`config.mk`:
```
export PLATFORM = sky130hd
export DESIGN_NAME = spreadsheet_cell_name_converter_unit
export DESIGN_NICKNAME = d
export VERILOG_FILES = /design/src/rtl/scnc_pkg.sv /design/src/rtl/scnc_divider.sv /design/src/rtl/spreadsheet_cell_name_converter_unit.sv
export VERILOG_INCLUDE_DIRS = /design/src /design/src/rtl
export SDC_FILE = /design/constraint.sdc
export NUM_CORES = 1
export LEC_CHECK = 0
export BUFFER_PORTS_ARGS = -buffer_cell sky130_fd_sc_hd__buf_2
export CAP_MARGIN = 20
export CORE_MARGIN = 10
export CORE_UTILIZATION = 45
export CTS_BUF_LIST = sky130_fd_sc_hd__clkbuf_2 sky130_fd_sc_hd__clkbuf_4 sky130_fd_sc_hd__clkbuf_8
export DETAILED_ROUTE_END_ITERATION = 8
export GPL_TIMING_DRIVEN = 0
export PLACE_DENSITY = 0.62
export SLEW_MARGIN = 20
export SYNTH_ARGS = -nofsm -noshare
export SYNTH_HDL_FRONTEND = slang
export SYNTH_SLANG_ARGS = --single-unit
```
`constraint.sdc`:
```
create_clock -name clk -period 11.3 [get_ports clk]
set_clock_uncertainty 0.1 [all_clocks]
set_input_delay 3.39 -clock clk [delete_from_list [all_inputs] [get_ports clk]]
set_output_delay 3.39 -clock clk [all_outputs]
set_load 0.1 [all_outputs]
```
`src/rtl/spreadsheet_cell_name_converter_unit_macros.svh`:
```
// Assertion helpers shared by the converter RTL.
`ifndef SPREADSHEET_CELL_NAME_CONVERTER_UNIT_MACROS_SVH
`define SPREADSHEET_CELL_NAME_CONVERTER_UNIT_MACROS_SVH

// Clocked check, masked while reset is held.
`define SCNC_ASSERT(name, clk, rst_n, prop) \
  name: assert property (@(posedge clk) disable iff (!rst_n) (prop)) \
    else $error("scnc check failed: name");

// Clocked check that also holds during reset.
`define SCNC_ASSERT_ALWAYS(name, clk, prop) \
  name: assert property (@(posedge clk) (prop)) \
    else $error("scnc check failed: name");

`endif

```
`src/rtl/scnc_pkg.sv`:
```
package scnc_pkg;

  // Width of every accumulated value (column, row numbers).
  localparam int VALUE_BITS = 20;
  // Accumulator width: value times 26 plus a digit still fits.
  localparam int ACC_W      = VALUE_BITS + 5;
  // Reciprocal division by 10 or 26: quotient = (v * recip) >> RECIP_SH,
  // exact for every v below 2**VALUE_BITS.
  localparam int RECIP_SH   = VALUE_BITS + 5;
  localparam int RECIP_W    = VALUE_BITS + 2;
  localparam int PROD_W     = VALUE_BITS + RECIP_W;
  localparam logic [RECIP_W-1:0] RECIP_10 =
    RECIP_W'(((64'd1 << RECIP_SH) + 64'd9) / 64'd10);
  localparam logic [RECIP_W-1:0] RECIP_26 =
    RECIP_W'(((64'd1 << RECIP_SH) + 64'd25) / 64'd26);
  // Longest converted name and the stack built for it.
  localparam int MAX_OUT    = 16;
  localparam int SA_W       = $clog2(MAX_OUT);
  localparam int SP_W       = SA_W + 1;

  localparam logic [7:0] CH_A = 8'h41;
  localparam logic [7:0] CH_Z = 8'h5A;
  localparam logic [7:0] CH_0 = 8'h30;
  localparam logic [7:0] CH_9 = 8'h39;
  localparam logic [7:0] CH_R = 8'h52;
  localparam logic [7:0] CH_C = 8'h43;

  localparam logic [5:0] BASE_LETTER = 6'd26;
  localparam logic [5:0] BASE_DEC    = 6'd10;

  typedef struct packed {
    logic                  start;
    logic                  by26;
    logic [VALUE_BITS-1:0] dividend;
  } scnc_div_req_t;

  typedef struct packed {
    logic                  busy;
    logic                  done;
    logic [VALUE_BITS-1:0] quotient;
    logic [4:0]            remainder;
  } scnc_div_sts_t;

endpackage

```
`src/rtl/scnc_divider.sv`:
```
`include "spreadsheet_cell_name_converter_unit_macros.svh"

// Divide by 10 or 26 through a reciprocal multiply: a multiply step, then a
// step that takes the quotient and folds the remainder back.
module scnc_divider
  import scnc_pkg::*;
(
  input  logic          clk,
  input  logic          rst_n,
  input  scnc_div_req_t req,
  output scnc_div_sts_t sts
);

  logic                  busy_r, busy_nxt;
  logic                  done_r, done_nxt;
  logic                  step_r, step_nxt;   // low: multiply, high: fold back
  logic                  by26_r, by26_nxt;
  logic [VALUE_BITS-1:0] dvd_r, dvd_nxt;
  logic [PROD_W-1:0]     prod_r, prod_nxt;
  logic [VALUE_BITS-1:0] quo_r, quo_nxt;
  logic [4:0]            rem_r, rem_nxt;
  logic [5:0]            divisor;
  logic [RECIP_W-1:0]    recip;
  logic [VALUE_BITS-1:0] quo;
  logic [VALUE_BITS-1:0] back;

  assign divisor = by26_r ? BASE_LETTER : BASE_DEC;
  assign recip   = by26_r ? RECIP_26 : RECIP_10;
  assign quo     = VALUE_BITS'(prod_r[PROD_W-1:RECIP_SH]);
  assign back    = dvd_r - VALUE_BITS'(quo * divisor);

  always_comb begin
    busy_nxt = busy_r;
    done_nxt = 1'b0;
    step_nxt = step_r;
    by26_nxt = by26_r;
    dvd_nxt  = dvd_r;
    prod_nxt = prod_r;
    quo_nxt  = quo_r;
    rem_nxt  = rem_r;
    if (req.start) begin
      busy_nxt = 1'b1;
      step_nxt = 1'b0;
      by26_nxt = req.by26;
      dvd_nxt  = req.dividend;
      rem_nxt  = '0;
    end else if (busy_r) begin
      if (!step_r) begin
        prod_nxt = PROD_W'(dvd_r) * PROD_W'(recip);
        step_nxt = 1'b1;
      end else begin
        quo_nxt  = quo;
        rem_nxt  = back[4:0];
        busy_nxt = 1'b0;
        done_nxt = 1'b1;
      end
    end
  end

  always_ff @(posedge clk) begin
    if (!rst_n) begin
      busy_r <= 1'b0;
      done_r <= 1'b0;
      step_r <= 1'b0;
      by26_r <= 1'b0;
      rem_r  <= '0;
    end else begin
      busy_r <= busy_nxt;
      done_r <= done_nxt;
      step_r <= step_nxt;
      by26_r <= by26_nxt;
      rem_r  <= rem_nxt;
    end
    dvd_r  <= dvd_nxt;
    prod_r <= prod_nxt;
    quo_r  <= quo_nxt;
  end

  assign sts.busy      = busy_r;
  assign sts.done      = done_r;
  assign sts.quotient  = quo_r;
  assign sts.remainder = rem_r;

  `SCNC_ASSERT(a_start_busy, clk, rst_n, req.start |=> busy_r)
  `SCNC_ASSERT(a_done_idle, clk, rst_n, done_r |-> !busy_r)
  `SCNC_ASSERT(a_rem_below, clk, rst_n, rem_r < divisor)

endmodule

```
`src/rtl/spreadsheet_cell_name_converter_unit.sv`:
```
// Channel | Dir | tdata (low bit up) | tlast          | tuser
// in_     | in  | [7:0] in_char      | is_last        | -
// out_    | out | [7:0] out_char     | out_last       | [0] bad_name
//
// Name bytes are taken one per cycle; only the last byte of a name starts
// the conversion, and in_tready stays low until the converted name is in
// the output register. Each printed digit or letter goes through the
// shared reciprocal divider in order (load, multiply, fold back, collect);
// separators are pushed in a state of their own, output words in another.
// rst_n is synchronous, active low. out_tready low only holds the output
// register; conversion stalls only when it needs that register.
`include "spreadsheet_cell_name_converter_unit_macros.svh"

module spreadsheet_cell_name_converter_unit
  import scnc_pkg::*;
(
  input  logic       clk,
  input  logic       rst_n,
  input  logic       in_tvalid,
  output logic       in_tready,
  input  logic [7:0] in_tdata,   // [7:0] in_char
  input  logic       in_tlast,   // is_last
  output logic       out_tvalid,
  input  logic       out_tready,
  output logic [7:0] out_tdata,  // [7:0] out_char
  output logic       out_tlast,  // out_last
  output logic       out_tuser   // [0] bad_name
);

  typedef enum logic [2:0] {
    ST_IDLE, ST_LOAD, ST_DIV, ST_SEP, ST_OUT, ST_ERR
  } state_t;

  // Parser state.
  logic                  prev_r, prev_nxt;
  logic [2:0]            run_r, run_nxt;
  logic [VALUE_BITS-1:0] letter_r, letter_nxt;
  logic [VALUE_BITS-1:0] first_r, first_nxt;
  logic [VALUE_BITS-1:0] second_r, second_nxt;
  logic                  ovf_r, ovf_nxt;

  // Conversion sequencer.
  state_t                state_r, state_nxt;
  logic                  a1_r, a1_nxt;       // name was in A1 form
  logic                  seg_r, seg_nxt;     // second printed number
  logic                  letters_r, letters_nxt;
  logic [VALUE_BITS-1:0] val_r, val_nxt;
  logic [VALUE_BITS-1:0] val2_r, val2_nxt;
  logic [SP_W-1:0]       sp_r, sp_nxt;
  logic                  toolong_r, toolong_nxt;
  logic [7:0]            stack_r [MAX_OUT];

  // Output register.
  logic                  out_valid_r, out_valid_nxt;
  logic [7:0]            out_char_r, out_char_nxt;
  logic                  out_last_r, out_last_nxt;
  logic                  out_bad_r, out_bad_nxt;

  logic                  push_en;
  logic [7:0]            push_char;
  logic                  full;
  logic [SP_W-1:0]       sp_m1;
  logic                  out_free;

  logic                  is_letter, is_digit, new_run;
  logic [4:0]            in_val;
  logic [VALUE_BITS-1:0] acc_src;
  logic [ACC_W-1:0]      acc_sum;
  logic                  acc_ovf;
  logic                  bad;

  scnc_div_req_t         div_req;
  scnc_div_sts_t         div_sts;

  scnc_divider u_div (
    .clk   (clk),
    .rst_n (rst_n),
    .req   (div_req),
    .sts   (div_sts)
  );

  assign in_tready = (state_r == ST_IDLE);
  assign is_letter = (in_tdata >= CH_A) && (in_tdata <= CH_Z);
  assign is_digit  = (in_tdata >= CH_0) && (in_tdata <= CH_9);
  assign new_run   = (run_r == 3'd0) || (prev_r != is_letter);
  assign in_val    = is_letter ? 5'(in_tdata - CH_A + 8'd1) : 5'(in_tdata - CH_0);

  assign full     = (sp_r == SP_W'(MAX_OUT));
  assign sp_m1    = sp_r - 1'b1;
  assign out_free = !out_valid_r || out_tready;

  always_comb begin
    prev_nxt    = prev_r;
    run_nxt     = run_r;
    letter_nxt  = letter_r;
    first_nxt   = first_r;
    second_nxt  = second_r;
    ovf_nxt     = ovf_r;
    state_nxt   = state_r;
    a1_nxt      = a1_r;
    seg_nxt     = seg_r;
    letters_nxt = letters_r;
    val_nxt     = val_r;
    val2_nxt    = val2_r;
    sp_nxt      = sp_r;
    toolong_nxt = toolong_r;
    out_valid_nxt = out_valid_r && !out_tready;
    out_char_nxt  = out_char_r;
    out_last_nxt  = out_last_r;
    out_bad_nxt   = out_bad_r;
    push_en   = 1'b0;
    push_char = CH_0;
    acc_src   = letter_r;
    acc_sum   = '0;
    acc_ovf   = 1'b0;
    bad       = 1'b0;
    div_req.start    = 1'b0;
    div_req.by26     = letters_r;
    div_req.dividend = letters_r ? (val_r - 1'b1) : val_r;

    unique case (state_r)
      ST_IDLE: begin
        if (in_tvalid) begin
          if (!is_letter && !is_digit) begin
            ovf_nxt = 1'b1;
          end else begin
            if (new_run && run_r != 3'd7) begin
              run_nxt = run_r + 3'd1;
            end
            if (new_run && run_nxt == 3'd1 && is_digit) begin
              ovf_nxt = 1'b1;
            end
            prev_nxt = is_letter;
            // Pick the run this byte feeds and scale it by its base.
            acc_src = (run_nxt == 3'd1) ? letter_r :
                      (run_nxt == 3'd2) ? first_r : second_r;
            acc_sum = ACC_W'(acc_src) * ACC_W'(is_letter ? BASE_LETTER : BASE_DEC)
                    + ACC_W'(in_val);
            acc_ovf = (acc_sum > ACC_W'({VALUE_BITS{1'b1}}));
            if (run_nxt == 3'd1 && is_letter) begin
              if (acc_ovf) ovf_nxt = 1'b1;
              else         letter_nxt = acc_sum[VALUE_BITS-1:0];
            end else if (run_nxt == 3'd2 && is_digit) begin
              if (acc_ovf) ovf_nxt = 1'b1;
              else         first_nxt = acc_sum[VALUE_BITS-1:0];
            end else if (run_nxt == 3'd4 && is_digit) begin
              if (acc_ovf) ovf_nxt = 1'b1;
              else         second_nxt = acc_sum[VALUE_BITS-1:0];
            end
          end
          if (in_tlast) begin
            bad = ovf_nxt || (run_nxt != 3'd2 && run_nxt != 3'd4) ||
                  (run_nxt == 3'd4 && second_nxt == '0);
            // A1 prints row then column; RxCy prints column letters then row.
            a1_nxt      = (run_nxt == 3'd2);
            seg_nxt     = 1'b0;
            letters_nxt = 1'b0;
            val_nxt     = (run_nxt == 3'd2) ? letter_nxt : first_nxt;
            val2_nxt    = (run_nxt == 3'd2) ? first_nxt : second_nxt;
            state_nxt   = bad ? ST_ERR : ST_LOAD;
            // Clear the parser for the next name.
            prev_nxt   = 1'b0;
            run_nxt    = '0;
            letter_nxt = '0;
            first_nxt  = '0;
            second_nxt = '0;
            ovf_nxt    = 1'b0;
          end
        end
      end

      ST_LOAD: begin
        div_req.start = 1'b1;
        state_nxt     = ST_DIV;
      end

      ST_DIV: begin
        if (div_sts.done) begin
          push_en   = 1'b1;
          push_char = (letters_r ? CH_A : CH_0) + {3'b000, div_sts.remainder};
          val_nxt   = div_sts.quotient;
          if (div_sts.quotient != '0) begin
            state_nxt = ST_LOAD;
          end else if (a1_r) begin
            state_nxt = ST_SEP;
          end else if (!seg_r) begin
            seg_nxt     = 1'b1;
            letters_nxt = 1'b1;
            val_nxt     = val2_r;
            state_nxt   = ST_LOAD;
          end else begin
            state_nxt = (toolong_r || full) ? ST_ERR : ST_OUT;
          end
        end
      end

      ST_SEP: begin
        // Stack is built backwards: 'C' after the column, 'R' after the row.
        push_en   = 1'b1;
        push_char = seg_r ? CH_R : CH_C;
        if (!seg_r) begin
          seg_nxt   = 1'b1;
          val_nxt   = val2_r;
          state_nxt = ST_LOAD;
        end else begin
          state_nxt = (toolong_r || full) ? ST_ERR : ST_OUT;
        end
      end

      ST_OUT: begin
        if (out_free) begin
          out_valid_nxt = 1'b1;
          out_char_nxt  = stack_r[sp_m1[SA_W-1:0]];
          out_last_nxt  = (sp_r == SP_W'(1));
          out_bad_nxt   = 1'b0;
          sp_nxt        = sp_m1;
          if (sp_r == SP_W'(1)) begin
            state_nxt = ST_IDLE;
          end
        end
      end

      ST_ERR: begin
        // Drop whatever was built and send the single error word.
        sp_nxt      = '0;
        toolong_nxt = 1'b0;
        if (out_free) begin
          out_valid_nxt = 1'b1;
          out_char_nxt  = 8'h00;
          out_last_nxt  = 1'b1;
          out_bad_nxt   = 1'b1;
          state_nxt     = ST_IDLE;
        end
      end

      default: begin
        state_nxt = ST_IDLE;
      end
    endcase

    if (push_en) begin
      if (full) toolong_nxt = 1'b1;
      else      sp_nxt = sp_r + 1'b1;
    end
  end

  always_ff @(posedge clk) begin
    if (!rst_n) begin
      prev_r      <= 1'b0;
      run_r       <= '0;
      letter_r    <= '0;
      first_r     <= '0;
      second_r    <= '0;
      ovf_r       <= 1'b0;
      state_r     <= ST_IDLE;
      a1_r        <= 1'b0;
      seg_r       <= 1'b0;
      letters_r   <= 1'b0;
      sp_r        <= '0;
      toolong_r   <= 1'b0;
      out_valid_r <= 1'b0;
    end else begin
      prev_r      <= prev_nxt;
      run_r       <= run_nxt;
      letter_r    <= letter_nxt;
      first_r     <= first_nxt;
      second_r    <= second_nxt;
      ovf_r       <= ovf_nxt;
      state_r     <= state_nxt;
      a1_r        <= a1_nxt;
      seg_r       <= seg_nxt;
      letters_r   <= letters_nxt;
      sp_r        <= sp_nxt;
      toolong_r   <= toolong_nxt;
      out_valid_r <= out_valid_nxt;
    end
    val_r      <= val_nxt;
    val2_r     <= val2_nxt;
    out_char_r <= out_char_nxt;
    out_last_r <= out_last_nxt;
    out_bad_r  <= out_bad_nxt;
    if (push_en && !full) begin
      stack_r[sp_r[SA_W-1:0]] <= push_char;
    end
  end

  assign out_tvalid = out_valid_r;
  assign out_tdata  = out_char_r;
  assign out_tlast  = out_last_r;
  assign out_tuser  = out_bad_r;

  `SCNC_ASSERT(a_idle_stack_empty, clk, rst_n, in_tready |-> (sp_r == '0))
  `SCNC_ASSERT(a_error_is_last, clk, rst_n, (out_valid_r && out_bad_r) |-> out_last_r)
  `SCNC_ASSERT(a_stack_bound, clk, rst_n, sp_r <= SP_W'(MAX_OUT))
  `SCNC_ASSERT(a_div_active, clk, rst_n, (state_r == ST_DIV) |-> (div_sts.busy || div_sts.done))

endmodule
```
==> summary.md, run 1 <==
| Metric | Value |
|---|---|
| Initial antenna violation count | `0` |
| Max Buffers Root-to-Sink | `3` |
| # nets final | `~2800` |
| Largest net degree at the start of global routing | `18` |
| Setup bufs post-CTS | `0` |
| Vias per cell | `5.63` |
| Slowest CP cell | `or4_4` |
| Clock-pin slew on the worst setup and hold paths | `roughly 0.060 ns` |
| Slew @ Worst Pin | `about 1.1 ns` |
| Area Growth Syn to Fin | `8.38%` |
| Most frequent cells in the layout | `inv_1, ha_1, edfxtp_1` |
| Syn. warnings | `0` |
| Worst setup margin | `slightly below 0.5 ns` |
| Die height | `approximately 250 um` |
| Die extent in x | `between 200 and 300 um` |
| Reported max-cap violation count | `0` |
| Finished Cell Area | `26100 um2` |
| Post-synth EDFFs | `215` |
| Gr usage total | `around 19%` |
| Post-CTS resize count | `0` |
| Leakage | `11.6 nW` |
| Total wire length | `60.0 mm` |
| CTS Buf Count | `between 40 and 50` |
| Worst Path Arrival | `11.02 ns` |
| Vias in the first global route | `17600` |
| #FFs+latches synth | `slightly above 300` |
| GPL Wtd Cong | `0.916` |
| Status | `complete, no violations` |
| RSZ-0062 raised after global routing | `false` |
| Initial Utilization | `45.6%` |
| Tmin final | `between 10 and 15 ns` |
| Critical hold path startpoint | `u_div.prod_r[36]$_DFFE_PP_` |
| CTS tree | `yes` |
| Layout cells sized above 1 | `~8.6%` |
| Setup_tns | `0 ns` |
| Power Total | `roughly 6.9 mW` |
| DRC | `0` |
| Core box area | `around 53000 um2` |
| Final setup viols | `0` |
| Critical path class | `primary input to flop` |
| Critical path startpoint | `in_tdata[2]` |
| Post-synth ARST share | `0%` |
| Remaining Overflow, GRT | `0` |
| # hold bufs at CTS | `0` |
| Max Slew Vio Count | `0` |
| Mapped Cells | `around 2200` |
| FP Rows | `84` |
| FMAX | `a little over 90 MHz` |
| Synthesized area | `about 24000 um2` |
| DR vias | `roughly 17000` |
| PwrDens | `266 nW/um2` |
| Period utilization | `between 90% and 100%` |
| Clock sinks | `a little over 300` |
| Slew headroom | `between 20% and 30%` |
| CP endpoint kind | `flop` |
| Synth Flop Type | `edfxtp_1` |
| Routed len/inst | `20.1 um` |
| Distinct cells, synth | `80` |
| Dpl hpwl | `around 48 mm` |
| Crit path max fanout | `10` |
| DP Area | `about 25000 um2` |
| Global-route wire length before repair | `97.8 mm` |
| Hold Fails Final Rpt | `0` |
| Hold Path Class | `flop to flop` |
| Worst path required time | `around 12 ns` |
| CTS H-tree depth | `2` |
| PortBufs | `22` |
| DRT Pass-1 Iters | `8` |
| Seq/Total Area, Yosys | `about a third` |
| Max incr delay on CP | `about 0.57 ns` |
| ANT nets after route | `0` |
| Syn Nets | `around 2700` |
| Fin cells | `about 3000` |
| Die footprint | `between 60000 and 70000 um2` |
| Root buf cell | `clkbuf_8` |
| Drt first-iter violations | `1200` |
| Place WS | `-0.525 ns` |
| Most common cell after layout, fill and taps aside | `inv_1` |
| Ports | `25` |
| R2r startpoint | `run_r[0]$_SDFFE_PN0P_` |
| Clk_lat worst skew | `between 0.6 and 0.7 ns` |
| Diode count | `0` |
| Maximum vdd ir drop | `around 340 uV` |
| Cells after DPL | `2898` |
| Worst Setup Start Kind | `primary input` |
| Syn avg cell area | `around 11 um2` |
## cells in the mapped netlist (all sizes together) (4+ instances only)
cell | count | share of area [%]
o211ai | 4 | 0.12
a222oi | 13 | 0.54
nor3b | 10 | 0.33
a21o | 18 | 0.56
and4 | 4 | 0.15
nand3 | 36 | 0.75
o22ai | 19 | 0.49
and2 | 62 | 1.6
nor3 | 40 | 0.96
nor4 | 18 | 0.47
nor2b | 19 | 0.49
a22o | 20 | 0.73
o21ai | 86 | 1.8
nand2b | 8 | 0.21
o2bb2ai | 4 | 0.15
a32oi | 4 | 0.15
a221oi | 4 | 0.17
nand2 | 127 | 2.0
a21oi | 73 | 1.6
inv | 319 | 5.0
clkbuf | 55 | 0.87
nand4 | 28 | 0.73
xnor2 | 38 | 1.4
and3 | 16 | 0.42
a31o | 4 | 0.15
mux2i | 67 | 2.8
or3 | 10 | 0.26
or2 | 5 | 0.13
o21a | 14 | 0.44
a211oi | 15 | 0.47
o31ai | 7 | 0.22
dfxtp | 87 | 7.2
nor2 | 100 | 1.6
buf | 22 | 0.52
xor2 | 28 | 1.1
a31oi | 7 | 0.21
ha | 300 | 16
mux4 | 35 | 3.3
a22oi | 17 | 0.53
edfxtp | 215 | 27
fa | 187 | 16
## report_power, final
part / internal [mW] / switching (mW)
registers: 1.41 / 0.0562
clock network: 0.488 / 0.439
logic: 1.91 / 2.61
total: 3.82 / 3.11
## final timing paths
check | depth (start not counted) | slack (ns) | endpoint
max | 28 | 0.49 | val2_r[16]$_DFFE_PP_
min | 0 | 0.31 | u_div.quo_r[11]$_DFFE_PP_
max reg2reg | 26 | 3.01 | letter_r[13]$_SDFFE_PN0P_
min reg2reg | 0 | 0.31 | u_div.quo_r[11]$_DFFE_PP_
## metrics by stage
step,utilization (%),hold slack (ns)
3_3_place_gp,47.4,0.309
2_1_floorplan,-,0.300
6_report,49.4,0.312
5_1_grt,49.4,0.319
3_5_place_dp,47.6,0.306
4_1_cts,49.3,0.317
## worst max-delay path: cells and delay by family
kind | cells | cell delay [ns]
xor+xnor | 2 | 0.31
fa+ha+maj | 4 | 1.38
buf+inv | 7 | 1.44
compound gates | 7 | 2.36
simple gates | 4 | 1.00
mux | 4 | 1.13
## logic make-up after synthesis
| family | Yosys count | share of synthesized area [%] |
|---|---|---|
| AND/OR/NAND/NOR | 493 | 10.4 |
| flip-flops | 302 | 34.1 |
| buffers and inverters | 397 | 6.38 |
| adder cells (fa/ha/maj) | 487 | 31.2 |
| multiplexers | 102 | 6.12 |
| AO/OA/AOI/OAI | 336 | 9.38 |
| other | 1 | 0.0156 |
| XOR/XNOR | 66 | 2.43 |
## registers in the layout, summed over array words and instances (netlist names), 3 cells and up
signal and flops:
u_div.prod_r 17, val2_r 20, out_tdata 7, letter_r 20, second_r 20, first_r 20
u_div.dvd_r 20, state_r 3, u_div.rem_r 5, u_div.quo_r 17, run_r 3, val_r 20
stack_r 112, sp_r 5
## metal layers
metal	GRT usage, %	wire (um)	vias up
li1	-	-	7852
met1	25.8	26800	8399
met2	32.9	29200	471
met3	2.29	2880	95
met4	4.62	1180	0
met5	0	0	-
## final cells by class
| class | count | area, um2 |
|---|---|---|
| plain buffers | 77 | 338 |
| clock buffers | 65 | 807 |
| clock inverters | 20 | 129 |
| fillers | 4739 | 26700 |
| inverters | 320 | 1200 |
| multi-input cells | 1485 | 14400 |
| flip-flops and latches | 302 | 8200 |
| well taps | 688 | 861 |
| repair buffers | 28 | 170 |
(Power assumes the default switching activity.)
==> run 2, diff against run 1 <==
--- a/config.mk
+++ b/config.mk
@@ -14,6 +14,7 @@
 export DETAILED_ROUTE_END_ITERATION = 8
 export GPL_TIMING_DRIVEN = 0
 export PLACE_DENSITY = 0.62
+export RECOVER_POWER = 100
 export SLEW_MARGIN = 20
 export SYNTH_ARGS = -nofsm -noshare
 export SYNTH_HDL_FRONTEND = slang
==> summary.md, run 2 (synthesis results as in run 1) <==
| Metric | Value |
|---|---|
| Largest register FFs | `112` |
| Most frequent cells in the layout | `inv_1, ha_1, edfxtp_1` |
| DRC | `0` |
| PwrDens | `approximately 270 nW/um2` |
| Initial Utilization | `between 40 and 50%` |
| CTS H-tree depth | `2` |
| Layout cells sized above 1 | `between 7 and 8%` |
| Diode count | `0` |
| Die footprint | `approximately 63000 um2` |
| Reported max-cap violation count | `1` |
| Largest net degree at the start of global routing | `18` |
| FP Rows | `84` |
| Period utilization | `95.7%` |
| Die extent in x | `approximately 250 um` |
| CTS Buf Count | `48` |
| Slew headroom | `approximately 1.3%` |
| Routed len/inst | `20.1 um` |
| Worst Path Arrival | `11.05 ns` |
| Maximum vdd ir drop | `340 uV` |
| Clk_lat worst skew | `0.61 ns` |
| Most common cell after layout, fill and taps aside | `inv_1` |
| Total wire length | `roughly 60 mm` |
| Worst Setup Start Kind | `primary input` |
| Max Slew Vio Count | `0` |
| Area Growth Syn to Fin | `7.96%` |
| Leakage | `11.5 nW` |
| DR vias | `between 15000 and 20000` |
| Drt first-iter violations | `about 1300` |
| Clock sinks | `302` |
| Global-route wire length before repair | `roughly 98 mm` |
| Slew @ Worst Pin | `1.47 ns` |
| DP Area | `around 25000 um2` |
| GPL Wtd Cong | `roughly 0.92` |
| Flop-to-flop setup slack | `slightly below 3 ns` |
| Status | `finished, violations left` |
| PortBufs | `22` |
| CP endpoint kind | `flop` |
| Max Buffers Root-to-Sink | `3` |
| Met1 GRT Util | `between 20% and 30%` |
| Met2 GRT Util | `32.9%` |
| Gr usage total | `slightly below 20%` |
| DRT Pass-1 Iters | `6` |
| Worst path required time | `11.54 ns` |
| Filler instances | `~4800` |
| Vias per cell | `between 5 and 6` |
| Vias in the first global route | `17600` |
| Root buf cell | `clkbuf_8` |
| Fin cells | `2985` |
| Cells after DPL | `slightly below 3000` |
| Met3 GRT Util | `about 2.3%` |
| RSZ-0062 raised after global routing | `false` |
| Core box area | `52800 um2` |
| FMAX | `about 90 MHz` |
| GRT busiest layer | `met2` |
| Failing checks | `capacitance limit` |
| Crit path max fanout | `10` |
| Hold Path Class | `flop to flop` |
| Hold Fails Final Rpt | `0` |
| Final setup viols | `0` |
| Ports | `25` |
| Finished Cell Area | `26000 um2` |
| Die height | `251 um` |
| Tmin final | `about 11 ns` |
| CTS tree | `yes` |
| Critical path class | `primary input to flop` |
| Dpl hpwl | `about 48 mm` |
| ANT nets after route | `0` |
| Remaining Overflow, GRT | `0` |
| Initial antenna violation count | `0` |
| Final Util | `just under 50%` |
| # nets final | `about 2800` |
| Clock-pin slew on the worst setup and hold paths | `approximately 0.070 ns` |
| Setup_tns | `0 ns` |
[run 2: critical path, cell delays in order]
cell and delay (ns):
clkbuf_1 0.14, or4_4 0.59, o221ai_4 0.30, xor2_1 0.17, a21oi_2 0.35, mux2i_4 0.46
clkbuf_4 0.36, mux2i_1 0.21, nor2_1 0.05, a21oi_1 0.56, inv_1 0.10, ha_1 0.33
fa_1 0.47, ha_1 0.31, ha_1 0.27, clkbuf_1 0.28, o21ai_0 0.22, o21ai_0 0.38
a31oi_1 0.23, o21ai_0 0.29, xnor2_1 0.15, and3b_1 0.21, clkbuf_2 0.20, and3_1 0.17
buf_2 0.16, buf_4 0.22, mux2i_1 0.36, mux2i_1 0.12
[run 2: power by group]
part           leakage (nW)  internal (mW)  switching [mW]
Clock                 0.483          0.488           0.439
Sequential             2.77           1.42          0.0562
Combinational          8.26           1.91            2.62
[run 2: per-layer routing]
metal | wire (um) | share of wire [%] | up-vias
met2 | 29200 | 49 | 470
met1 | 26800 | 45 | 8372
met4 | 1200 | 2.0 | 0
met5 | 0 | 0 | -
li1 | - | - | 7850
met3 | 2770 | 4.6 | 92
[run 2: through the flow]
step	worst slack (ns)	power, mW	hold WS [ns]
2_1_floorplan	1.35	4.78	0.300
3_3_place_gp	-0.470	5.92	0.309
3_5_place_dp	-0.525	6.02	0.306
4_1_cts	0.0827	7.00	0.317
5_1_grt	0.0423	7.66	0.319
6_report	0.483	6.92	0.312
[run 2: what timing repair did]
item                       4_1_cts  5_1_grt
hold buffers                     0        0
setup endpoints to repair        0       76
resized for setup                0        8
buffers inserted                 0        0
[run 2: path summary, 6_finish.rpt]
| kind | depth (start not counted) | from | endpoint |
|---|---|---|---|
| setup reg to reg | 27 | run_r[0]$_SDFFE_PN0P_ | val2_r[17]$_DFFE_PP_ |
| setup / recovery | 28 | in_tdata[2] | val2_r[17]$_DFFE_PP_ |
| hold / removal | 0 | u_div.prod_r[36]$_DFFE_PP_ | u_div.quo_r[11]$_DFFE_PP_ |
| hold reg to reg | 0 | u_div.prod_r[36]$_DFFE_PP_ | u_div.quo_r[11]$_DFFE_PP_ |
[run 2: final cells by class]
cell class / instances / area (um2) / share of cell area (%)
Timing Repair Buffer: 28 / 115 / 0.443
Clock inverter: 20 / 129 / 0.496
Multi-Input combinational cell: 1485 / 14300 / 55.1
Clock buffer: 65 / 807 / 3.11
Buffer: 77 / 338 / 1.30
Inverter: 320 / 1200 / 4.62
Tap cell: 688 / 861 / 3.31
Sequential cell: 302 / 8200 / 31.6
